[config.mk]
export PLATFORM = sky130hd
export DESIGN_NAME = gpio_three_port_debounced_top_flat
export DESIGN_NICKNAME = d
export VERILOG_FILES = /design/src/hw/rtl/gpiodb_pkg.sv /design/src/hw/rtl/gpiodb_if.sv /design/src/hw/rtl/gpiodb_apb_regs.sv /design/src/hw/rtl/gpiodb_debounce.sv /design/src/hw/rtl/gpiodb_port_ctrl.sv /design/src/hw/rtl/gpio_three_port_debounced_top.sv /design/src/flat_wrapper.sv
export SDC_FILE = /design/constraint.sdc
export NUM_CORES = 1
export LEC_CHECK = 0
export BUFFER_PORTS_ARGS = -buffer_cell sky130_fd_sc_hd__clkbuf_2
export CAP_MARGIN = 20
export CORE_MARGIN = 10
export CORE_UTILIZATION = 60
export CTS_CLUSTER_DIAMETER = 100
export DETAILED_ROUTE_END_ITERATION = 16
export HOLD_SLACK_MARGIN = 0.03
export PLACE_DENSITY_LB_ADDON = 0.1
export SETUP_SLACK_MARGIN = 0.1
export SLEW_MARGIN = 20
export SYNTH_ARGS = -nofsm -noshare
export SYNTH_HDL_FRONTEND = slang
export SYNTH_SLANG_ARGS = --single-unit
[constraint.sdc]
create_clock -name clk -period 3.8 [get_ports clk]
set_clock_uncertainty 0.05 [all_clocks]
set_input_delay 0.57 -clock clk [delete_from_list [all_inputs] [get_ports clk]]
set_output_delay 0.57 -clock clk [all_outputs]
set_load 0.01 [all_outputs]
[src/hw/rtl/gpiodb_pkg.sv]
// Shared types, codes and constants of the debounced three-port GPIO block.
`default_nettype none
package gpiodb_pkg;

  localparam int PORT_COUNT = 3;
  localparam int PORT_WIDTH = 8;
  localparam int PORT_IDX_W = $clog2(PORT_COUNT);
  localparam int PIN_IDX_W  = $clog2(PORT_WIDTH);

  localparam int FUNC_W     = 4;
  localparam int PSEL_W     = 2;
  localparam int PIN_W      = 4;
  localparam int DATA_W     = 8;
  localparam int RUN_W      = 4;

  localparam int APB_ADDR_W = 5;
  localparam int APB_DATA_W = 32;
  localparam int REG_IDX_W  = 3;

  localparam logic [PORT_WIDTH-1:0] DIR_RESET   = '1;
  localparam logic [PORT_WIDTH-1:0] LATCH_RESET = '0;
  localparam logic [RUN_W-1:0]      RUN_MAX     = '1;
  localparam logic [RUN_W-1:0]      DEB_RESET   = RUN_W'(5);

  typedef enum logic [FUNC_W-1:0] {
    FN_INIT       = 4'd0,
    FN_SET_DIR    = 4'd1,
    FN_WRITE_PIN  = 4'd2,
    FN_READ_PIN   = 4'd3,
    FN_WRITE_PORT = 4'd4,
    FN_READ_PORT  = 4'd5,
    FN_DEB_PIN    = 4'd6,
    FN_DEB_PORT   = 4'd7,
    FN_SAMPLE     = 4'd8
  } func_e;

  typedef enum logic [REG_IDX_W-1:0] {
    REG_INIT_DIR_A   = 3'd0,
    REG_INIT_DIR_B   = 3'd1,
    REG_INIT_DIR_C   = 3'd2,
    REG_INIT_LATCH_A = 3'd3,
    REG_INIT_LATCH_B = 3'd4,
    REG_INIT_LATCH_C = 3'd5,
    REG_DEBOUNCE     = 3'd6
  } reg_idx_e;

  typedef logic [PORT_COUNT-1:0][PORT_WIDTH-1:0] port_vec_t;

  typedef struct packed {
    port_vec_t         init_dir;
    port_vec_t         init_latch;
    logic [RUN_W-1:0]  debounce_count;
  } cfg_t;

  typedef struct packed {
    logic [FUNC_W-1:0] func;
    logic [PSEL_W-1:0] port_sel;
    logic [PIN_W-1:0]  pin_index;
    logic [DATA_W-1:0] data_value;
    port_vec_t         pins;
  } item_t;

endpackage
`default_nettype wire

[src/hw/rtl/gpiodb_if.sv]
// Valid/ready channel interfaces for access beats and result beats.
`default_nettype none
interface gpiodb_in_if;
  logic                           valid;
  logic                           ready;
  logic [gpiodb_pkg::FUNC_W-1:0]  func;
  logic [gpiodb_pkg::PSEL_W-1:0]  port_sel;
  logic [gpiodb_pkg::PIN_W-1:0]   pin_index;
  logic [gpiodb_pkg::DATA_W-1:0]  data_value;
  logic [gpiodb_pkg::DATA_W-1:0]  pins_a;
  logic [gpiodb_pkg::DATA_W-1:0]  pins_b;
  logic [gpiodb_pkg::DATA_W-1:0]  pins_c;

  modport source (output valid, func, port_sel, pin_index, data_value, pins_a, pins_b,
                  pins_c, input ready);
  modport sink (input valid, func, port_sel, pin_index, data_value, pins_a, pins_b,
                pins_c, output ready);
endinterface

interface gpiodb_out_if;
  logic                           valid;
  logic                           ready;
  logic [gpiodb_pkg::DATA_W-1:0]  read_data;
  logic                           bad_access;

  modport source (output valid, read_data, bad_access, input ready);
  modport sink (input valid, read_data, bad_access, output ready);
endinterface
`default_nettype wire

[src/hw/rtl/gpiodb_apb_regs.sv]
// APB configuration registers: init patterns and debounce count.
`default_nettype none
module gpiodb_apb_regs (
  input  wire logic                               clk,
  input  wire logic                               rst_n,
  input  wire logic                               psel,
  input  wire logic                               penable,
  input  wire logic                               pwrite,
  input  wire logic [gpiodb_pkg::APB_ADDR_W-1:0]  paddr,
  input  wire logic [gpiodb_pkg::APB_DATA_W-1:0]  pwdata,
  output logic      [gpiodb_pkg::APB_DATA_W-1:0]  prdata,
  output logic                                    pready,
  output gpiodb_pkg::cfg_t                        cfg
);

  gpiodb_pkg::cfg_t     cfg_r;
  gpiodb_pkg::cfg_t     cfg_nxt;
  gpiodb_pkg::reg_idx_e idx;
  logic                 wr_en;

  assign pready = 1'b1;
  assign idx    = gpiodb_pkg::reg_idx_e'(paddr[gpiodb_pkg::APB_ADDR_W-1:2]);
  assign wr_en  = psel && penable && pwrite;
  assign cfg    = cfg_r;

  always_comb begin
    cfg_nxt = cfg_r;
    if (wr_en) begin
      case (idx)
        gpiodb_pkg::REG_INIT_DIR_A:   cfg_nxt.init_dir[0]   = pwdata[gpiodb_pkg::PORT_WIDTH-1:0];
        gpiodb_pkg::REG_INIT_DIR_B:   cfg_nxt.init_dir[1]   = pwdata[gpiodb_pkg::PORT_WIDTH-1:0];
        gpiodb_pkg::REG_INIT_DIR_C:   cfg_nxt.init_dir[2]   = pwdata[gpiodb_pkg::PORT_WIDTH-1:0];
        gpiodb_pkg::REG_INIT_LATCH_A: cfg_nxt.init_latch[0] = pwdata[gpiodb_pkg::PORT_WIDTH-1:0];
        gpiodb_pkg::REG_INIT_LATCH_B: cfg_nxt.init_latch[1] = pwdata[gpiodb_pkg::PORT_WIDTH-1:0];
        gpiodb_pkg::REG_INIT_LATCH_C: cfg_nxt.init_latch[2] = pwdata[gpiodb_pkg::PORT_WIDTH-1:0];
        gpiodb_pkg::REG_DEBOUNCE:     cfg_nxt.debounce_count = pwdata[gpiodb_pkg::RUN_W-1:0];
        default: ;
      endcase
    end
  end

  always_comb begin
    case (idx)
      gpiodb_pkg::REG_INIT_DIR_A:   prdata = gpiodb_pkg::APB_DATA_W'(cfg_r.init_dir[0]);
      gpiodb_pkg::REG_INIT_DIR_B:   prdata = gpiodb_pkg::APB_DATA_W'(cfg_r.init_dir[1]);
      gpiodb_pkg::REG_INIT_DIR_C:   prdata = gpiodb_pkg::APB_DATA_W'(cfg_r.init_dir[2]);
      gpiodb_pkg::REG_INIT_LATCH_A: prdata = gpiodb_pkg::APB_DATA_W'(cfg_r.init_latch[0]);
      gpiodb_pkg::REG_INIT_LATCH_B: prdata = gpiodb_pkg::APB_DATA_W'(cfg_r.init_latch[1]);
      gpiodb_pkg::REG_INIT_LATCH_C: prdata = gpiodb_pkg::APB_DATA_W'(cfg_r.init_latch[2]);
      gpiodb_pkg::REG_DEBOUNCE:     prdata = gpiodb_pkg::APB_DATA_W'(cfg_r.debounce_count);
      default:                      prdata = '0;
    endcase
  end

  always_ff @(posedge clk) begin
    if (!rst_n) begin
      cfg_r.init_dir[0]    <= gpiodb_pkg::DIR_RESET;
      cfg_r.init_dir[1]    <= gpiodb_pkg::DIR_RESET;
      cfg_r.init_dir[2]    <= gpiodb_pkg::DIR_RESET;
      cfg_r.init_latch[0]  <= gpiodb_pkg::LATCH_RESET;
      cfg_r.init_latch[1]  <= gpiodb_pkg::LATCH_RESET;
      cfg_r.init_latch[2]  <= gpiodb_pkg::LATCH_RESET;
      cfg_r.debounce_count <= gpiodb_pkg::DEB_RESET;
    end else begin
      cfg_r <= cfg_nxt;
    end
  end

endmodule
`default_nettype wire

[src/hw/rtl/gpiodb_debounce.sv]
// Per-port debounce filters: candidate pattern, run counter, filtered pins.
`default_nettype none
module gpiodb_debounce (
  input  wire logic                          clk,
  input  wire logic                          rst_n,
  input  wire logic                          step,
  input  wire gpiodb_pkg::port_vec_t         raw,
  input  wire logic [gpiodb_pkg::RUN_W-1:0]  debounce_count,
  output gpiodb_pkg::port_vec_t              filt_nxt
);

  gpiodb_pkg::port_vec_t cand_r;
  gpiodb_pkg::port_vec_t cand_nxt;
  gpiodb_pkg::port_vec_t filt_r;
  logic [gpiodb_pkg::PORT_COUNT-1:0][gpiodb_pkg::RUN_W-1:0] run_r;
  logic [gpiodb_pkg::PORT_COUNT-1:0][gpiodb_pkg::RUN_W-1:0] run_nxt;
  logic [gpiodb_pkg::RUN_W-1:0] need;

  // a count of zero behaves as one
  assign need = (debounce_count == '0) ? gpiodb_pkg::RUN_W'(1) : debounce_count;

  always_comb begin
    for (int p = 0; p < gpiodb_pkg::PORT_COUNT; p++) begin
      if (raw[p] == cand_r[p]) begin
        cand_nxt[p] = cand_r[p];
        run_nxt[p]  = (run_r[p] == gpiodb_pkg::RUN_MAX) ? run_r[p]
                                                       : run_r[p] + gpiodb_pkg::RUN_W'(1);
      end else begin
        cand_nxt[p] = raw[p];
        run_nxt[p]  = gpiodb_pkg::RUN_W'(1);
      end
      filt_nxt[p] = (run_nxt[p] >= need) ? cand_nxt[p] : filt_r[p];
    end
  end

  always_ff @(posedge clk) begin
    if (!rst_n) begin
      cand_r <= '0;
      filt_r <= '0;
      run_r  <= '0;
    end else if (step) begin
      cand_r <= cand_nxt;
      filt_r <= filt_nxt;
      run_r  <= run_nxt;
    end
  end

endmodule
`default_nettype wire

[src/hw/rtl/gpiodb_port_ctrl.sv]
// Direction and latch registers, access decode and read selection.
`default_nettype none
module gpiodb_port_ctrl (
  input  wire logic                           clk,
  input  wire logic                           rst_n,
  input  wire logic                           step,
  input  wire gpiodb_pkg::item_t              item,
  input  wire gpiodb_pkg::port_vec_t          filt,
  input  wire gpiodb_pkg::cfg_t               cfg,
  output logic [gpiodb_pkg::DATA_W-1:0]       read_data,
  output logic                                bad_access
);

  gpiodb_pkg::port_vec_t dir_r;
  gpiodb_pkg::port_vec_t dir_nxt;
  gpiodb_pkg::port_vec_t latch_r;
  gpiodb_pkg::port_vec_t latch_nxt;
  logic                                   port_ok;
  logic                                   pin_ok;
  logic [gpiodb_pkg::PORT_IDX_W-1:0]      ps;
  logic [gpiodb_pkg::PIN_IDX_W-1:0]       pi;
  logic [gpiodb_pkg::PORT_WIDTH-1:0]      dir_sel;
  logic [gpiodb_pkg::PORT_WIDTH-1:0]      latch_sel;
  logic [gpiodb_pkg::PORT_WIDTH-1:0]      pins_sel;
  logic [gpiodb_pkg::PORT_WIDTH-1:0]      filt_sel;

  assign port_ok = item.port_sel < gpiodb_pkg::PSEL_W'(gpiodb_pkg::PORT_COUNT);
  assign pin_ok  = item.pin_index < gpiodb_pkg::PIN_W'(gpiodb_pkg::PORT_WIDTH);
  assign ps      = port_ok ? item.port_sel[gpiodb_pkg::PORT_IDX_W-1:0] : '0;
  assign pi      = item.pin_index[gpiodb_pkg::PIN_IDX_W-1:0];

  assign dir_sel   = dir_r[ps];
  assign latch_sel = latch_r[ps];
  assign pins_sel  = item.pins[ps];
  assign filt_sel  = filt[ps];

  always_comb begin
    dir_nxt    = dir_r;
    latch_nxt  = latch_r;
    read_data  = '0;
    bad_access = 1'b0;
    case (item.func)
      gpiodb_pkg::FN_INIT: begin
        dir_nxt   = cfg.init_dir;
        latch_nxt = cfg.init_latch;
      end
      gpiodb_pkg::FN_SET_DIR: begin
        if (!port_ok || !pin_ok) bad_access = 1'b1;
        else dir_nxt[ps][pi] = item.data_value[0];
      end
      gpiodb_pkg::FN_WRITE_PIN: begin
        if (!port_ok || !pin_ok) bad_access = 1'b1;
        else latch_nxt[ps][pi] = item.data_value[0];
      end
      gpiodb_pkg::FN_READ_PIN: begin
        if (!port_ok || !pin_ok) bad_access = 1'b1;
        else read_data = {{(gpiodb_pkg::DATA_W-1){1'b0}},
                          dir_sel[pi] ? pins_sel[pi] : latch_sel[pi]};
      end
      gpiodb_pkg::FN_WRITE_PORT: begin
        if (!port_ok) bad_access = 1'b1;
        else latch_nxt[ps] = item.data_value[gpiodb_pkg::PORT_WIDTH-1:0];
      end
      gpiodb_pkg::FN_READ_PORT: begin
        if (!port_ok) bad_access = 1'b1;
        else read_data = gpiodb_pkg::DATA_W'((&dir_sel) ? pins_sel : latch_sel);
      end
      gpiodb_pkg::FN_DEB_PIN: begin
        if (!port_ok || !pin_ok) bad_access = 1'b1;
        else read_data = {{(gpiodb_pkg::DATA_W-1){1'b0}},
                          dir_sel[pi] ? filt_sel[pi] : latch_sel[pi]};
      end
      gpiodb_pkg::FN_DEB_PORT: begin
        if (!port_ok) bad_access = 1'b1;
        else read_data = gpiodb_pkg::DATA_W'((&dir_sel) ? filt_sel : latch_sel);
      end
      default: ;  // sample only and unused codes
    endcase
  end

  always_ff @(posedge clk) begin
    if (!rst_n) begin
      for (int p = 0; p < gpiodb_pkg::PORT_COUNT; p++) begin
        dir_r[p]   <= gpiodb_pkg::DIR_RESET;
        latch_r[p] <= gpiodb_pkg::LATCH_RESET;
      end
    end else if (step) begin
      dir_r   <= dir_nxt;
      latch_r <= latch_nxt;
    end
  end

endmodule
`default_nettype wire

[src/hw/rtl/gpio_three_port_debounced_top.sv]
// Path from input beat to result beat: input register, then result register.
// Throughput: one access beat per cycle while out_bus.ready holds; the filter and the port
// registers update in the cycle an item moves from the input register to the result register.
// Reset (rst_n, synchronous, active low): all pins input, latches and filters zero,
// init registers at their defaults, debounce count 5, both stages empty.
`default_nettype none
module gpio_three_port_debounced_top (
  input  wire logic                               clk,
  input  wire logic                               rst_n,
  gpiodb_in_if.sink                               in_bus,
  gpiodb_out_if.source                            out_bus,
  input  wire logic                               psel,
  input  wire logic                               penable,
  input  wire logic                               pwrite,
  input  wire logic [gpiodb_pkg::APB_ADDR_W-1:0]  paddr,
  input  wire logic [gpiodb_pkg::APB_DATA_W-1:0]  pwdata,
  output logic      [gpiodb_pkg::APB_DATA_W-1:0]  prdata,
  output logic                                    pready
);

  gpiodb_pkg::cfg_t       cfg;
  gpiodb_pkg::item_t      s1_item_r;
  gpiodb_pkg::item_t      in_item;
  gpiodb_pkg::port_vec_t  filt_nxt;
  logic                   s1_valid_r;
  logic                   advance;
  logic                   out_valid_r;
  logic [gpiodb_pkg::DATA_W-1:0] out_data_r;
  logic                   out_bad_r;
  logic [gpiodb_pkg::DATA_W-1:0] rd_nxt;
  logic                   bad_nxt;

  assign in_item.func       = in_bus.func;
  assign in_item.port_sel   = in_bus.port_sel;
  assign in_item.pin_index  = in_bus.pin_index;
  assign in_item.data_value = in_bus.data_value;
  assign in_item.pins[0]    = in_bus.pins_a;
  assign in_item.pins[1]    = in_bus.pins_b;
  assign in_item.pins[2]    = in_bus.pins_c;

  // move the held item into the result register when that slot frees
  assign advance      = s1_valid_r && (!out_valid_r || out_bus.ready);
  assign in_bus.ready = !s1_valid_r || advance;

  assign out_bus.valid      = out_valid_r;
  assign out_bus.read_data  = out_data_r;
  assign out_bus.bad_access = out_bad_r;

  gpiodb_apb_regs u_regs (
    .clk     (clk),
    .rst_n   (rst_n),
    .psel    (psel),
    .penable (penable),
    .pwrite  (pwrite),
    .paddr   (paddr),
    .pwdata  (pwdata),
    .prdata  (prdata),
    .pready  (pready),
    .cfg     (cfg)
  );

  gpiodb_debounce u_deb (
    .clk            (clk),
    .rst_n          (rst_n),
    .step           (advance),
    .raw            (s1_item_r.pins),
    .debounce_count (cfg.debounce_count),
    .filt_nxt       (filt_nxt)
  );

  gpiodb_port_ctrl u_ctrl (
    .clk        (clk),
    .rst_n      (rst_n),
    .step       (advance),
    .item       (s1_item_r),
    .filt       (filt_nxt),
    .cfg        (cfg),
    .read_data  (rd_nxt),
    .bad_access (bad_nxt)
  );

  always_ff @(posedge clk) begin
    if (!rst_n) begin
      s1_valid_r <= 1'b0;
    end else if (in_bus.ready) begin
      s1_valid_r <= in_bus.valid;
    end
  end

  always_ff @(posedge clk) begin
    if (in_bus.valid && in_bus.ready) begin
      s1_item_r <= in_item;
    end
  end

  always_ff @(posedge clk) begin
    if (!rst_n) begin
      out_valid_r <= 1'b0;
    end else if (advance) begin
      out_valid_r <= 1'b1;
    end else if (out_bus.ready) begin
      out_valid_r <= 1'b0;
    end
  end

  always_ff @(posedge clk) begin
    if (advance) begin
      out_data_r <= rd_nxt;
      out_bad_r  <= bad_nxt;
    end
  end

  a_bad_reads_zero: assert property (@(posedge clk) disable iff (!rst_n)
    out_valid_r && out_bad_r |-> out_data_r == '0)
    else $error("flagged access carries nonzero read data");

  a_advance_fills_out: assert property (@(posedge clk) disable iff (!rst_n)
    advance |=> out_valid_r)
    else $error("result register empty after an item advanced");

  a_accept_fills_s1: assert property (@(posedge clk) disable iff (!rst_n)
    in_bus.valid && in_bus.ready |=> s1_valid_r)
    else $error("input register empty after an accepted beat");

  a_no_flag_init_sample: assert property (@(posedge clk) disable iff (!rst_n)
    advance && (s1_item_r.func == gpiodb_pkg::FN_INIT ||
                s1_item_r.func >= gpiodb_pkg::FN_SAMPLE) |=> !out_bad_r)
    else $error("init or sample item raised the error flag");

endmodule
`default_nettype wire

[src/flat_wrapper.sv]
// flat-port wrapper written by rule: the top's interface ports become plain ports
module gpio_three_port_debounced_top_flat 
  (clk, rst_n, psel, penable, pwrite, paddr, pwdata, prdata, pready, in_bus_valid, in_bus_func, in_bus_port_sel, in_bus_pin_index, in_bus_data_value, in_bus_pins_a, in_bus_pins_b, in_bus_pins_c, in_bus_ready, out_bus_valid, out_bus_read_data, out_bus_bad_access, out_bus_ready);
  gpiodb_in_if in_bus_i ();
  gpiodb_out_if out_bus_i ();
  input  wire logic clk;
  input  wire logic rst_n;
  input  wire logic psel;
  input  wire logic penable;
  input  wire logic pwrite;
  input  wire logic [gpiodb_pkg::APB_ADDR_W-1:0] paddr;
  input  wire logic [gpiodb_pkg::APB_DATA_W-1:0] pwdata;
  output logic      [gpiodb_pkg::APB_DATA_W-1:0] prdata;
  output logic pready;
  input wire logic [$bits(in_bus_i.valid)-1:0] in_bus_valid;
  input wire logic [$bits(in_bus_i.func)-1:0] in_bus_func;
  input wire logic [$bits(in_bus_i.port_sel)-1:0] in_bus_port_sel;
  input wire logic [$bits(in_bus_i.pin_index)-1:0] in_bus_pin_index;
  input wire logic [$bits(in_bus_i.data_value)-1:0] in_bus_data_value;
  input wire logic [$bits(in_bus_i.pins_a)-1:0] in_bus_pins_a;
  input wire logic [$bits(in_bus_i.pins_b)-1:0] in_bus_pins_b;
  input wire logic [$bits(in_bus_i.pins_c)-1:0] in_bus_pins_c;
  output wire logic [$bits(in_bus_i.ready)-1:0] in_bus_ready;
  output wire logic [$bits(out_bus_i.valid)-1:0] out_bus_valid;
  output wire logic [$bits(out_bus_i.read_data)-1:0] out_bus_read_data;
  output wire logic [$bits(out_bus_i.bad_access)-1:0] out_bus_bad_access;
  input wire logic [$bits(out_bus_i.ready)-1:0] out_bus_ready;
  assign in_bus_i.valid = in_bus_valid;
  assign in_bus_i.func = in_bus_func;
  assign in_bus_i.port_sel = in_bus_port_sel;
  assign in_bus_i.pin_index = in_bus_pin_index;
  assign in_bus_i.data_value = in_bus_data_value;
  assign in_bus_i.pins_a = in_bus_pins_a;
  assign in_bus_i.pins_b = in_bus_pins_b;
  assign in_bus_i.pins_c = in_bus_pins_c;
  assign in_bus_ready = in_bus_i.ready;
  assign out_bus_valid = out_bus_i.valid;
  assign out_bus_read_data = out_bus_i.read_data;
  assign out_bus_bad_access = out_bus_i.bad_access;
  assign out_bus_i.ready = out_bus_ready;
  gpio_three_port_debounced_top u_core (.clk(clk), .rst_n(rst_n), .in_bus(in_bus_i), .out_bus(out_bus_i), .psel(psel), .penable(penable), .pwrite(pwrite), .paddr(paddr), .pwdata(pwdata), .prdata(prdata), .pready(pready));
endmodule
==> out/qor_table.md <==
| Step | Result | Value |
|---|---|---|
| outcome | Status | finished clean |
| yosys | Area share of the leading cell type in the synthesized netlist | 26.8% |
| pwr | Clk pwr share | 45.0% |
| clock network | H-tree lvl count | 1 |
| routing | Routed WL per cell | 20.0 µm |
| die | Total I/O pin count | 130 |
| routing | Number of detailed-routing iterations run before antenna repair | 6 |
| yosys | Unique masters post-synth | 77 |
| routing | Routed length on met1 | 15200 µm |
| routing | Post-detailed-route count of antenna-violating nets | 0 |
| timing | Final setup vio count | 0 |
| grt | Combined global-route utilization of all metal layers | 25.2% |
| yosys | Proportion of synthesized flip-flops having asynchronous set or reset | 0% |
| timing | Final hold violation count | 0 |
| grt | Total congestion overflow after global routing | 0 |
| pwr | Leakage power | 5.46 nW |
| yosys | Adder-cell area share of the yosys netlist | 1.97% |
| clock network | TritonCTS clock tree | done |
| setup path | Critical path class | register to register |
| yosys | Area fraction in compound gates after synthesis | 20.8% |
| die | Starting density of the core | 61.5% |
| yosys | Synth Area in XOR/XNOR | 2.03% |
| yosys | Netlist area before placement | 12100 µm² |
| timing | Final critical delay including setup and external delays | 3.69 ns |
| routing | Detail Route met3 WL | 3390 µm |
| timing | Ratio of final minimum period to clock period | 97.2% |
| clock network | TritonCTS buffer count | 24 |
| yosys | Simple-gate share of the synthesized area | 17.9% |
| yosys | Synth top area cells | sky130_fd_sc_hd__dfxtp_1, sky130_fd_sc_hd__edfxtp_1, sky130_fd_sc_hd__mux2i_1 |
| grt | Vias in the first global route | 10000 |
| routing | DRT Wirelength | 34600 µm |
| yosys | Multiplexer area fraction after synthesis | 11.5% |
| pwr | Register share of total power | 44.3% |
| die | Die W | 162 µm |
| timing | Maximum clock frequency | 0.271 GHz |
| yosys | Gate count after technology mapping | 1362 |
| routing | Amount of wire on met2 after detailed routing | 15200 µm |
| die | Core area | 19700 µm² |
| setup path | Largest delay share family, worst path | compound AO/OA/AOI/OAI gates |
| setup path | CP max stage cell | sky130_fd_sc_hd__a2111o_1 |
| yosys | #FFs+latches synth | 213 |
| clock network | Clock latency at the later pin of the worst-skew pair | 0.52 ns |
| die | Die Outline Area | 26200 µm² |
| setup path | Arrival time reported for the critical path endpoint | 4.00 ns |
| clock network | Clock transition at path regs | 0.06 ns |
| clock network | Buffers from clock root to sink, at most | 3 |
| setup path | Critical path capture point type | register |
| yosys | Most frequently used flop master after synthesis | sky130_fd_sc_hd__dfxtp_1 |
| die | Row Count | 51 |
| grt | Antenna violations before repair | 5 |
| placement | Number of port buffers | 78 |
| pwr | Cell internal pwr | 0.00416 W |
| timing | Unrepaired setup endpoints after global routing | yes |
| final layout | Fraction of final layout cells sized beyond drive strength 1 | 19.6% |
| final layout | Layout overhead on the synthesized area | 14.4% |
| placement | Worst Setup Slack post-DPL | 0.0426 ns |
| final layout | Final-stage net count | 1550 |
| pwr | Part of the total power dissipated in combinational logic | 10.8% |
| routing | Vias per std cell | 6.13 |
| timing | Relative max-transition margin | 31.2% |
| final layout | Antenna diode count | 0 |
| placement | Last weighted congestion value of the routability-driven placer | 0.933 |
| grt | Maximum number of pins on one net before global-route repair | 84 |
| clock network | Root buffer selected by CTS | sky130_fd_sc_hd__clkbuf_16 |
| setup path | Data required, critical path | 4.11 ns |
| setup path | Largest driver fanout on the critical path | 6 |
| timing | Setup TNS | 0 ns |
| yosys | Synth warnings | 0 |
| timing | Actual transition at the worst max-transition pin | 1.03 ns |
| placement | DP Wirelength | 23800 µm |
| setup path | Critical-path cell list | xor2_1, nor4_1, nand2_1, buf_4, nor2_4, ha_1, nand2b_1, a2111o_1, and2_4, mux2i_1, a211o_1, a222oi_1, a41oi_1, o22ai_1 |
| yosys | Main combinational cell family by area after synthesis | compound AO/OA/AOI/OAI gates |
| grt | First-pass GRT wire length | 53900 µm |
| yosys | Mean Syn Cell Area | 8.88 µm² |
| routing | Uppermost metal layer occupied by signal nets | met5 |
| timing | Number of max-slew violations in the final report | 0 |
| pwr | Power density normalized to cell area | 400 nW/µm² |
| routing | Iteration-0 DRC count of the detailed router | 1198 |
| yosys | Share of synthesized area occupied by flip-flops and latches | 39.5% |
| job | Reported max-cap violation count | 0 |
| setup path | Max stage delay on crit path | 0.50 ns |
| timing | Worst setup margin | 0.108 ns |
| routing | Vias after detailed routing | 10600 |
| setup path | Buf+Inv Stages, Crit Path | 1 |
| routing | DRC violations left | 0 |
| yosys | Post-synth EDFFs | 51 |
| die | Chip height | 162 µm |
| pwr | Net switching power | 0.00137 W |
| final layout | Number of filler cells placed in the layout | 1595 |
| setup path | FF-to-FF setup slack | 0.11 ns |
| pwr | Proportion of total power due to net switching | 24.7% |
| yosys | Largest area contributor in the netlist | sky130_fd_sc_hd__dfxtp_1 |
| min path | Path type of the worst min-delay path | primary input to register |
| setup path | Launching element type of the critical path | register |
| pwr | IR drop worst, VDD | 401 µV |
| clock network | Number of sinks handled by clock tree synthesis | 213 |
[sequential cells by signal (all words and copies together) (netlist names)]
register                   count
u_core.out_bus.bad_access      1
u_core.u_deb.filt_r           24
u_core.s1_item_r              42
u_core.u_regs.cfg             52
u_core.u_deb.cand_r           24
u_core.u_deb.run_r            12
u_core.out_bus.valid           1
u_core.s1_valid_r              1
u_core.u_ctrl.latch_r         24
u_core.u_ctrl.dir_r           24
u_core.out_bus.read_data       8
[power by group through the flow]
| stage | registers [W] | logic (W) | clock network, W |
|---|---|---|---|
| global placement | 0.00249 | 0.000560 | 0 |
| detailed placement | 0.00249 | 0.000570 | 0 |
| finish | 0.00245 | 0.000595 | 0.00249 |
| global route | 0.00245 | 0.000646 | 0.00260 |
| CTS | 0.00245 | 0.000577 | 0.00251 |
| floorplan | 0.00248 | 0.000413 | 0 |
[synth_stat cells, types with 5 or more instances]
cell type	count
sky130_fd_sc_hd__nor4_1	7
sky130_fd_sc_hd__edfxtp_1	51
sky130_fd_sc_hd__nor2_1	73
sky130_fd_sc_hd__a22oi_1	31
sky130_fd_sc_hd__nand3_1	31
sky130_fd_sc_hd__clkbuf_8	5
sky130_fd_sc_hd__nor3b_1	10
sky130_fd_sc_hd__dfxtp_1	162
sky130_fd_sc_hd__a31oi_1	6
sky130_fd_sc_hd__nand2b_1	6
sky130_fd_sc_hd__nand2_1	229
sky130_fd_sc_hd__o21ai_0	54
sky130_fd_sc_hd__buf_2	12
sky130_fd_sc_hd__o211a_1	27
sky130_fd_sc_hd__o311ai_1	5
sky130_fd_sc_hd__buf_6	6
sky130_fd_sc_hd__o22ai_1	12
sky130_fd_sc_hd__buf_1	5
sky130_fd_sc_hd__a221oi_1	15
sky130_fd_sc_hd__ha_1	19
sky130_fd_sc_hd__o311ai_0	21
sky130_fd_sc_hd__a21oi_1	81
sky130_fd_sc_hd__xor2_1	27
sky130_fd_sc_hd__nor2b_1	56
sky130_fd_sc_hd__nor3_1	21
sky130_fd_sc_hd__a21boi_0	43
sky130_fd_sc_hd__inv_1	17
sky130_fd_sc_hd__a211oi_1	12
sky130_fd_sc_hd__mux2_2	35
sky130_fd_sc_hd__buf_4	27
sky130_fd_sc_hd__o211ai_1	21
sky130_fd_sc_hd__clkbuf_1	71
sky130_fd_sc_hd__mux2i_1	91
[path summary, 6_finish.rpt]
kind / startpoint / endpoint / cells past startpoint
max reg2reg: u_core.s1_item_r[15]$_DFFE_PP_ / u_core.out_bus.read_data[0]$_SDFFCE_PN0P_ / 14
max: u_core.s1_item_r[15]$_DFFE_PP_ / u_core.out_bus.read_data[0]$_SDFFCE_PN0P_ / 14
min reg2reg: u_core.u_deb.filt_r[16]$_SDFFE_PN0P_ / u_core.u_deb.filt_r[16]$_SDFFE_PN0P_ / 2
min: in_bus_pins_c[3] / u_core.s1_item_r[19]$_DFFE_PP_ / 1
[metal layers]
layer / track usage (%) / vias up
li1: - / 5029
met1: 35.6 / 5020
met2: 37.4 / 480
met3: 6.27 / 70
met4: 6.99 / 2
met5: 0 / -
[timing repair]
action,in CTS,in global routing
gates resized for setup,10,17
gates cloned,0,0
buffers inserted,15,8
pin swaps,8,18
hold buffers,0,0
setup endpoints to repair,3,7
[metrics by stage]
step	hold slack, ns	total power (W)	instances	area (µm²)	util (%)
final	0.171	0.00553	1728	13800	70.4
after detailed placement	0.414	0.00307	1661	12700	64.6
after CTS	0.160	0.00554	1720	13700	69.7
after global placement	0.406	0.00305	1661	12700	64.6
after floorplan	0.390	0.00289	1385	12200	-
after global routing	0.160	0.00570	1728	13800	70.4
[cell type report]
cell class / instances / area, µm² / area share, %
Inverter: 19 / 71.3 / 0.516
Tap cell: 265 / 332 / 2.40
Clock inverter: 9 / 121 / 0.877
Multi-Input combinational cell: 1026 / 6780 / 49.0
Timing Repair Buffer: 161 / 1020 / 7.40
Sequential cell: 213 / 4780 / 34.5
Clock buffer: 35 / 734 / 5.31
[placed cells by master (no fill, tap or decap), types with 27 or more instances in the layout]
cell type,count
sky130_fd_sc_hd__o21ai_0,54
sky130_fd_sc_hd__o211a_1,27
sky130_fd_sc_hd__buf_4,82
sky130_fd_sc_hd__dfxtp_1,161
sky130_fd_sc_hd__a21boi_0,41
sky130_fd_sc_hd__a21oi_1,77
sky130_fd_sc_hd__nor2b_1,56
sky130_fd_sc_hd__mux2i_1,91
sky130_fd_sc_hd__nor2_1,68
sky130_fd_sc_hd__mux2_2,35
sky130_fd_sc_hd__a22oi_1,31
sky130_fd_sc_hd__nand2_1,229
sky130_fd_sc_hd__nand3_1,30
sky130_fd_sc_hd__edfxtp_1,51
sky130_fd_sc_hd__clkbuf_2,77
[kinds of logic (layout without fill, tap and decap cells)]
kind of cell / count (synthesis) / after routing
other cells: 2 / 25
mux: 130 / 130
compound gates: 356 / 356
flops: 213 / 213
buf+inv: 146 / 224
simple gates: 468 / 468
xor+xnor: 28 / 28
fa+ha+maj: 19 / 19
Power figures use the tool's default switching activity.
